### src/design/dens_pkg.sv
`default_nettype none

package dens_pkg;

    // Command codes carried in the input word
    localparam logic [1:0] CMD_NEW_SEARCH = 2'd0;
    localparam logic [1:0] CMD_NAME_BYTE  = 2'd1;
    localparam logic [1:0] CMD_DIR_BYTE   = 2'd2;

    // Status codes carried in the result word
    localparam logic [1:0] ST_SEARCHING = 2'd0;
    localparam logic [1:0] ST_FOUND     = 2'd1;
    localparam logic [1:0] ST_ABANDONED = 2'd2;
    localparam logic [1:0] ST_TOO_LONG  = 2'd3;

    // Directory entry header layout
    localparam int unsigned HDR_BYTES      = 8;
    localparam logic [1:0]  REC_ALIGN_MASK = 2'd3;
    localparam int unsigned NAME_LIMIT     = 255;

    // Input word
    typedef struct packed {
        logic [1:0]  command;
        logic [7:0]  data_byte;
        logic        first_in_block;
        logic [12:0] block_bytes;
    } item_t;

    // Result word
    typedef struct packed {
        logic [1:0]  status;
        logic [31:0] inode_number;
    } result_t;

endpackage

`default_nettype wire

### src/design/dens_name_ram.sv
`default_nettype none

// Target name store: one write port, one registered read port.
// A read of the address written in the same cycle returns the new byte.
module dens_name_ram #(
    parameter int unsigned DEPTH = 255,
    parameter int unsigned AW    = 8
) (
    input  wire logic          clk,
    input  wire logic          wr_en,
    input  wire logic [AW-1:0] wr_addr,
    input  wire logic [7:0]    wr_data,
    input  wire logic [AW-1:0] rd_addr,
    output logic      [7:0]    rd_data
);

    logic [7:0] name_mem [DEPTH];
    logic [7:0] rd_data_reg;

    // Write port
    always_ff @(posedge clk)
    begin
        if (wr_en)
        begin
            name_mem[wr_addr] <= wr_data;
        end
    end

    // Read port with write-through bypass
    always_ff @(posedge clk)
    begin
        if (wr_en && (wr_addr == rd_addr))
        begin
            rd_data_reg <= wr_data;
        end
        else
        begin
            rd_data_reg <= name_mem[rd_addr];
        end
    end

    assign rd_data = rd_data_reg;

endmodule

`default_nettype wire

### src/design/directory_entry_name_search.sv
`default_nettype none

// Channel   Handshake                  Word              Direction
// item      item_valid / item_ready    dens_pkg::item_t     in
// result    result_valid / result_ready dens_pkg::result_t out
//
// One result word per accepted item, valid in the cycle after acceptance.
// One item per cycle while result_ready is high; the header parse, name compare and
// status are one pass of logic between the parse registers and the result register.
// The name byte for the next compare is read ahead from the name store each cycle.
// Reset (rst_n low, asynchronous) clears all parse and search state.
// item_ready drops only while a result word waits and result_ready is low.
module directory_entry_name_search #(
    parameter int unsigned NAME_MAX_BYTES  = 255,
    parameter int unsigned BLOCK_MAX_BYTES = 4096
) (
    input  wire logic              clk,
    input  wire logic              rst_n,
    input  wire logic              item_valid,
    output logic                   item_ready,
    input  wire dens_pkg::item_t   item,
    output logic                   result_valid,
    input  wire logic              result_ready,
    output dens_pkg::result_t      result
);

    localparam int unsigned OW  = $clog2(BLOCK_MAX_BYTES + 1);
    localparam int unsigned TLW = $clog2(NAME_MAX_BYTES + 1);
    localparam int unsigned AW  = (NAME_MAX_BYTES > 1) ? $clog2(NAME_MAX_BYTES) : 1;
    localparam logic [12:0]    BLOCK_MAX_W = 13'(BLOCK_MAX_BYTES);
    localparam logic [TLW-1:0] NAME_MAX_TL = TLW'(NAME_MAX_BYTES);
    localparam logic [OW-1:0]  HDR_OW      = OW'(dens_pkg::HDR_BYTES);

    // Search and parse state
    logic [TLW-1:0] target_length_reg, target_length_next;
    logic           name_overflow_reg, name_overflow_next;
    logic [OW-1:0]  block_offset_reg, block_offset_next;
    logic [OW-1:0]  entry_start_reg, entry_start_next;
    logic [31:0]    entry_inode_reg, entry_inode_next;
    logic [15:0]    record_length_reg, record_length_next;
    logic [7:0]     entry_name_length_reg, entry_name_length_next;
    logic           names_agree_reg, names_agree_next;
    logic           block_abandoned_reg, block_abandoned_next;
    logic           match_found_reg, match_found_next;
    logic [31:0]    found_inode_reg, found_inode_next;

    // Output register
    logic              result_valid_reg;
    dens_pkg::result_t result_reg, result_next;

    // Name store port
    logic          wr_en;
    logic [AW-1:0] wr_addr;
    logic [AW-1:0] rd_addr;
    logic [7:0]    rd_data;
    logic [OW-1:0] k_ahead;

    // Per-byte working values
    logic          item_accept;
    logic          restart;
    logic [OW-1:0] valid_sat;
    logic [OW-1:0] eff_offset;
    logic [OW-1:0] eff_start;
    logic [31:0]   eff_inode;
    logic [15:0]   eff_rlen;
    logic [7:0]    eff_nlen;
    logic          eff_agree;
    logic          eff_abandoned;
    logic [OW-1:0] rel;
    logic [OW-1:0] name_idx;
    logic          take_byte;
    logic          bad_entry;
    logic          agree_now;
    logic          advance;
    logic [1:0]    status_next;

    assign item_accept = item_valid && item_ready;
    assign item_ready  = !result_valid_reg || result_ready;

    // Saturated block byte count
    assign valid_sat = (item.block_bytes > BLOCK_MAX_W) ? BLOCK_MAX_W[OW-1:0]
                                                       : item.block_bytes[OW-1:0];

    // Parse state seen by this byte: a block start clears it first
    assign restart       = item_accept && (item.command == dens_pkg::CMD_DIR_BYTE)
                           && item.first_in_block;
    assign eff_offset    = restart ? '0 : block_offset_reg;
    assign eff_start     = restart ? '0 : entry_start_reg;
    assign eff_inode     = restart ? '0 : entry_inode_reg;
    assign eff_rlen      = restart ? '0 : record_length_reg;
    assign eff_nlen      = restart ? '0 : entry_name_length_reg;
    assign eff_agree     = restart ? 1'b1 : names_agree_reg;
    assign eff_abandoned = restart ? 1'b0 : block_abandoned_reg;

    assign rel      = eff_offset - eff_start;
    assign name_idx = rel - HDR_OW;

    assign take_byte = !match_found_reg && !name_overflow_reg && !eff_abandoned
                       && (eff_offset < valid_sat);

    // Header check on the last header byte
    assign bad_entry = (eff_rlen < 16'(dens_pkg::HDR_BYTES))
                       || ((eff_rlen[1:0] & dens_pkg::REC_ALIGN_MASK) != 2'd0)
                       || ((17'(eff_start) + 17'(eff_rlen)) > 17'(valid_sat))
                       || (16'(eff_nlen) > (eff_rlen - 16'(dens_pkg::HDR_BYTES)));

    // Name byte compare against the prefetched target byte
    assign agree_now = eff_agree && (32'(name_idx) < 32'(target_length_reg))
                       && (rd_data == item.data_byte);

    // Next state
    always_comb
    begin
        target_length_next     = target_length_reg;
        name_overflow_next     = name_overflow_reg;
        block_offset_next      = block_offset_reg;
        entry_start_next       = entry_start_reg;
        entry_inode_next       = entry_inode_reg;
        record_length_next     = record_length_reg;
        entry_name_length_next = entry_name_length_reg;
        names_agree_next       = names_agree_reg;
        block_abandoned_next   = block_abandoned_reg;
        match_found_next       = match_found_reg;
        found_inode_next       = found_inode_reg;
        wr_en                  = 1'b0;
        advance                = 1'b0;

        if (item_accept)
        begin
            case (item.command)
                dens_pkg::CMD_NEW_SEARCH:
                begin
                    target_length_next     = '0;
                    name_overflow_next     = 1'b0;
                    match_found_next       = 1'b0;
                    found_inode_next       = '0;
                    block_offset_next      = '0;
                    entry_start_next       = '0;
                    entry_inode_next       = '0;
                    record_length_next     = '0;
                    entry_name_length_next = '0;
                    names_agree_next       = 1'b1;
                    block_abandoned_next   = 1'b0;
                end
                dens_pkg::CMD_NAME_BYTE:
                begin
                    if (target_length_reg < NAME_MAX_TL)
                    begin
                        wr_en              = 1'b1;
                        target_length_next = target_length_reg + 1'b1;
                    end
                    else
                    begin
                        name_overflow_next = 1'b1;
                    end
                end
                dens_pkg::CMD_DIR_BYTE:
                begin
                    block_offset_next      = eff_offset;
                    entry_start_next       = eff_start;
                    entry_inode_next       = eff_inode;
                    record_length_next     = eff_rlen;
                    entry_name_length_next = eff_nlen;
                    names_agree_next       = eff_agree;
                    block_abandoned_next   = eff_abandoned;
                    if (take_byte)
                    begin
                        advance = 1'b1;
                        if (rel < OW'(4))
                        begin
                            if (rel == '0)
                            begin
                                entry_inode_next = '0;
                            end
                            entry_inode_next[{rel[1:0], 3'b000} +: 8] = item.data_byte;
                        end
                        else if (rel == OW'(4))
                        begin
                            record_length_next = {8'd0, item.data_byte};
                        end
                        else if (rel == OW'(5))
                        begin
                            record_length_next = eff_rlen | {item.data_byte, 8'd0};
                        end
                        else if (rel == OW'(6))
                        begin
                            entry_name_length_next = item.data_byte;
                            names_agree_next       = 1'b1;
                        end
                        else if (rel == OW'(7))
                        begin
                            if (bad_entry)
                            begin
                                block_abandoned_next = 1'b1;
                                advance              = 1'b0;
                            end
                            else if ((eff_nlen == 8'd0) && (eff_inode != '0)
                                     && (target_length_reg == '0) && eff_agree)
                            begin
                                match_found_next = 1'b1;
                                found_inode_next = eff_inode;
                                advance          = 1'b0;
                            end
                        end
                        else if (32'(name_idx) < 32'(eff_nlen))
                        begin
                            names_agree_next = agree_now;
                            if (((32'(name_idx) + 32'd1) == 32'(eff_nlen))
                                && (eff_inode != '0)
                                && (32'(eff_nlen) == 32'(target_length_reg))
                                && agree_now)
                            begin
                                match_found_next = 1'b1;
                                found_inode_next = eff_inode;
                                advance          = 1'b0;
                            end
                        end

                        // Step to the next byte, and to the next entry at its end
                        if (advance)
                        begin
                            if ((rel >= OW'(7)) && ((16'(rel) + 16'd1) == record_length_next))
                            begin
                                entry_start_next = eff_start + record_length_next[OW-1:0];
                                names_agree_next = 1'b1;
                            end
                            block_offset_next = eff_offset + 1'b1;
                        end
                    end
                end
                default:
                begin
                end
            endcase
        end
    end

    // Result word from the updated state
    always_comb
    begin
        if (name_overflow_next)
        begin
            status_next = dens_pkg::ST_TOO_LONG;
        end
        else if (match_found_next)
        begin
            status_next = dens_pkg::ST_FOUND;
        end
        else if (block_abandoned_next)
        begin
            status_next = dens_pkg::ST_ABANDONED;
        end
        else
        begin
            status_next = dens_pkg::ST_SEARCHING;
        end
        result_next.status       = status_next;
        result_next.inode_number = (status_next == dens_pkg::ST_FOUND) ? found_inode_next
                                                                       : 32'd0;
    end

    // Name store addressing: prefetch the byte the next directory byte compares with
    assign wr_addr = target_length_reg[AW-1:0];
    assign k_ahead = block_offset_next - entry_start_next - HDR_OW;
    assign rd_addr = (32'(k_ahead) < NAME_MAX_BYTES) ? k_ahead[AW-1:0] : '0;

    dens_name_ram #(
        .DEPTH (NAME_MAX_BYTES),
        .AW    (AW)
    ) u_name_ram (
        .clk     (clk),
        .wr_en   (wr_en),
        .wr_addr (wr_addr),
        .wr_data (item.data_byte),
        .rd_addr (rd_addr),
        .rd_data (rd_data)
    );

    // State registers
    always_ff @(posedge clk or negedge rst_n)
    begin
        if (!rst_n)
        begin
            target_length_reg     <= '0;
            name_overflow_reg     <= 1'b0;
            block_offset_reg      <= '0;
            entry_start_reg       <= '0;
            entry_inode_reg       <= '0;
            record_length_reg     <= '0;
            entry_name_length_reg <= '0;
            names_agree_reg       <= 1'b1;
            block_abandoned_reg   <= 1'b0;
            match_found_reg       <= 1'b0;
            found_inode_reg       <= '0;
        end
        else
        begin
            target_length_reg     <= target_length_next;
            name_overflow_reg     <= name_overflow_next;
            block_offset_reg      <= block_offset_next;
            entry_start_reg       <= entry_start_next;
            entry_inode_reg       <= entry_inode_next;
            record_length_reg     <= record_length_next;
            entry_name_length_reg <= entry_name_length_next;
            names_agree_reg       <= names_agree_next;
            block_abandoned_reg   <= block_abandoned_next;
            match_found_reg       <= match_found_next;
            found_inode_reg       <= found_inode_next;
        end
    end

    // Result valid
    always_ff @(posedge clk or negedge rst_n)
    begin
        if (!rst_n)
        begin
            result_valid_reg <= 1'b0;
        end
        else if (item_accept)
        begin
            result_valid_reg <= 1'b1;
        end
        else if (result_ready)
        begin
            result_valid_reg <= 1'b0;
        end
    end

    // Result payload
    always_ff @(posedge clk)
    begin
        if (item_accept)
        begin
            result_reg <= result_next;
        end
    end

    assign result_valid = result_valid_reg;
    assign result       = result_reg;

`ifndef SYNTHESIS
    // Found status always carries a live inode, other statuses carry zero
    assert property (@(posedge clk) disable iff (!rst_n)
        result_valid && (result.status == dens_pkg::ST_FOUND) |-> result.inode_number != 32'd0)
        else $error("found status with zero inode");

    assert property (@(posedge clk) disable iff (!rst_n)
        result_valid && (result.status != dens_pkg::ST_FOUND) |-> result.inode_number == 32'd0)
        else $error("inode reported without a match");

    // Entry start never runs past the parse offset, which stays in the block
    assert property (@(posedge clk) disable iff (!rst_n)
        (entry_start_reg <= block_offset_reg) && (32'(block_offset_reg) <= BLOCK_MAX_BYTES))
        else $error("parse offsets out of order");

    // Overflow holds until a new search is taken
    assert property (@(posedge clk) disable iff (!rst_n)
        name_overflow_reg && !(item_accept && (item.command == dens_pkg::CMD_NEW_SEARCH))
        |=> name_overflow_reg)
        else $error("name overflow cleared without a new search");

    // Target never holds more than the name limit
    assert property (@(posedge clk) disable iff (!rst_n)
        32'(target_length_reg) <= NAME_MAX_BYTES)
        else $error("target length past limit");
`endif

endmodule

`default_nettype wire

### config.mk
export PLATFORM = sky130hd
export DESIGN_NAME = directory_entry_name_search
export DESIGN_NICKNAME = d
export VERILOG_FILES = /design/src/design/dens_pkg.sv /design/src/design/dens_name_ram.sv /design/src/design/directory_entry_name_search.sv
export SDC_FILE = /design/constraint.sdc
export NUM_CORES = 2
export LEC_CHECK = 0
export BUFFER_PORTS_ARGS = -buffer_cell sky130_fd_sc_hd__buf_2
export CAP_MARGIN = 40
export CORE_AREA = 2 2 559 672
export DETAILED_ROUTE_END_ITERATION = 10
export DIE_AREA = 0 0 561 674
export PLACE_DENSITY = 0.47
export REMOVE_ABC_BUFFERS = 1
export SLEW_MARGIN = 20
export SYNTH_ARGS = -nofsm -noshare
export SYNTH_HDL_FRONTEND = slang
export SYNTH_SLANG_ARGS = --single-unit
### constraint.sdc
create_clock -name clk -period 13.5 [get_ports clk]
set_input_delay 2.7 -clock clk [delete_from_list [all_inputs] [get_ports clk]]
set_output_delay 2.7 -clock clk [all_outputs]
set_load 0.1 [all_outputs]
==> flow_summary.json <==
{
  "wl_mm": 294,
  "total_leakage_power_uw": 0.0349,
  "synth_cell_types": 105,
  "power_uw": 15100,
  "synthesis.yosys.warnings": 0,
  "critPathLaunchType": "primary input",
  "place_area_mm2": 0.101,
  "setup_tns_ns": 0,
  "synth_area_per_cell_um2": 17.3,
  "gp_congestion": 0.846,
  "root_buffer": "clkbuf_16",
  "p_sw_share_pct": 24.6,
  "cts_setup_buffers": 0,
  "synthArstFlopShare_pct": 5.75,
  "vias": 52400,
  "failed_checks": "DRC",
  "cts_made_buffers": 226,
  "setup_viol": 0,
  "rows": 246,
  "cts.hold.buffers_added": 0,
  "cp_num_cells": 45,
  "critPathArrivalTime_ns": 12.88,
  "drive_gt1_share_pct": 21.4,
  "dieHeight_um": 674,
  "tightest_slew_ns": 1.01,
  "seqPwrFrac_pct": 49.9,
  "ys_seq_area_share_pct": 70.8,
  "synth_top_cells_by_count": "edfxtp_1, mux4_2, nor2_1, nand2_1, mux2i_1",
  "cts_sinks": 2209,
  "internal-power_uw": 11400,
  "cpPeakStageDelay_ns": 0.72,
  "fin_skew_ns": 0.0877,
  "holdWs_ns": 0.499,
  "timing.slew.headroom_pct": 32.5,
  "ctsResizeCount": 0,
  "synth-main-ff-cell": "edfxtp_1",
  "pwr-share-clk_pct": 40.1,
  "htree_levels": 4,
  "max_freq_ghz": 0.0824,
  "synth_top_area_share_pct": 67.2,
  "fin_nets": 5883,
  "grt_pass1_vias": 53600,
  "die_width_um": 561,
  "cpMostUsedCell": "a21oi_1",
  "crit_path_max_fanout": 31,
  "io_pins": 64,
  "drc": 3,
  "synth_top_cell_by_area": "edfxtp_1",
  "viasPerCell": 4.82,
  "synth_seq_cells": 2209,
  "cts_tree": "built",
  "ys_top_cells_by_area": "edfxtp_1, mux4_2, dfrtp_1, mux2i_1, ha_1",
  "dp_cells": 10400,
  "drtIter0Drc": 5374,
  "outcome": "finished with violations",
  "cap_violations": 0,
  "yosysMostFrequentCell": "edfxtp_1",
  "die_area_mm2": 0.378,
  "start_util_pct": 24.9,
  "largest_reg_flops": 2040,
  "instances_no_fill": 10900,
  "finalCritPeriodShare_pct": 89.9,
  "dp_hpwl_mm": 194,
  "synth_cells": 5369,
  "min_path_type": "reg -> reg",
  "postLayoutCellArea_mm2": 0.108,
  "worstSkewPairLatency_ns": 0.90,
  "grt-ovfl-total": 0,
  "antenna_found_initial": 12,
  "finalHoldViolations": 0,
  "cp-end-kind": "register",
  "crit_required_ns": 14.24,
  "r2r_cells": 44,
  "cpLargestDelayFamily": "compound AO/OA/AOI/OAI gates",
  "cts_buffer_depth": 4,
  "power_density_mw_per_mm2": 140,
  "slowest_stage": "a211oi_1",
  "syn-cell-area_mm2": 0.0927,
  "grtUsageTotal_pct": 15.2,
  "fillers": 37000,
  "area_delta_synth_final_pct": 16.8,
  "postRouteAntennaNets": 0,
  "irDropWorstVdd_mv": 0.0928,
  "synth_edf_count": 2074,
  "critPathKind": "in -> reg",
  "grt_max_degree": 169,
  "drv_slew": 0,
  "dr.pass1.iters": 9,
  "rrSetupSlack_ns": 2.89,
  "core_area_mm2": 0.372,
  "rsz0062_at_grt": "false",
  "hold_path_depth": 1,
  "path_buf_inv": 6,
  "io_buffers": 63,
  "min_period_ns": 12.14,
  "path_clk_slew_ns": 0.06,
  "post_drt_wl_per_cell_um": 27.1,
  "switchingPower_uw": 3710,
  "p_comb_share_pct": 10.0,
  "grt_pass1_wl_mm": 414
}
-- cell families after synthesis --
logic type      after synthesis  share of synthesized area [%]
fa+ha+maj                   126                           1.73
mux                         689                           13.3
buf+inv                     424                           1.92
flops                      2209                           70.8
xor+xnor                     84                          0.830
compound gates              716                           5.58
simple gates               1121                           5.81
-- layout by cell type (no fill, tap or decap), drive strengths merged, types with 99 or more instances in the layout --
master,count
nand2,286
dfrtp,126
edfxtp,2074
a22o,101
nor2,369
inv,139
clkbuf,273
mux4,433
a21oi,112
ha,123
buf,418
mux2i,221
o21ai,104
clkinv,99
-- power groups by stage --
stage                     Sequential [uW]  Clock, uW  Combinational (uW)
after floorplan                      7710          0                 905
after global placement               7680          0                1490
final                                7540       6070                1510
after detailed placement             7680          0                1500
after global routing                 7540       6430                1650
after CTS                            7540       6200                1510
-- final timing paths --
check	endpoint	from
worst max-delay path	register	result_ready
worst min-delay path	found_inode_reg[8]	found_inode_reg[8]
worst max register to register	register	result_valid
worst min register to register	found_inode_reg[8]	found_inode_reg[8]
max in group asynchronous	found_inode_reg[9]	rst_n
min in group asynchronous	result_valid	rst_n
-- cell type report --
type | instances | area (um^2) | share of cell area, %
Sequential cell | 2209 | 65600 | 60.7
Multi-Input combinational cell | 2736 | 25400 | 23.4
Tap cell | 4960 | 6210 | 5.74
Clock buffer | 272 | 5870 | 5.43
Timing Repair Buffer | 423 | 3550 | 3.28
Clock inverter | 126 | 1060 | 0.981
Inverter | 133 | 500 | 0.463
Antenna cell | 6 | 15.0 | 0.0139
-- worst reg2reg max path: cells and delay by family, from the launching register on --
kind | cells | cell delay (ns)
AOI/OAI and AO/OA | 21 | 5.11
and+or+nand+nor | 12 | 2.40
DFF | 1 | 0.33
xor gates and xnor gates | 1 | 0.16
buffers and inverters | 5 | 0.87
adders and majority gates | 5 | 1.56
-- routing by layer --
metal  GRT usage [%]  vias to the layer above  part of all wire, %
li1                -                    22300                    -
met2            27.0                     1763                   51
met5               0                        -                    0
met3            2.14                      493                  5.5
met4            5.44                        0                  4.0
met1            18.7                    27900                   40
-- metrics by stage --
step	setup WS, ns	utilization (%)
after floorplan	-16.95	-
after global placement	0.511	26.7
after detailed placement	0.655	27.0
after CTS	1.53	28.9
after global routing	0.662	29.1
final	1.36	29.1
Power figures use the tool's default switching activity.
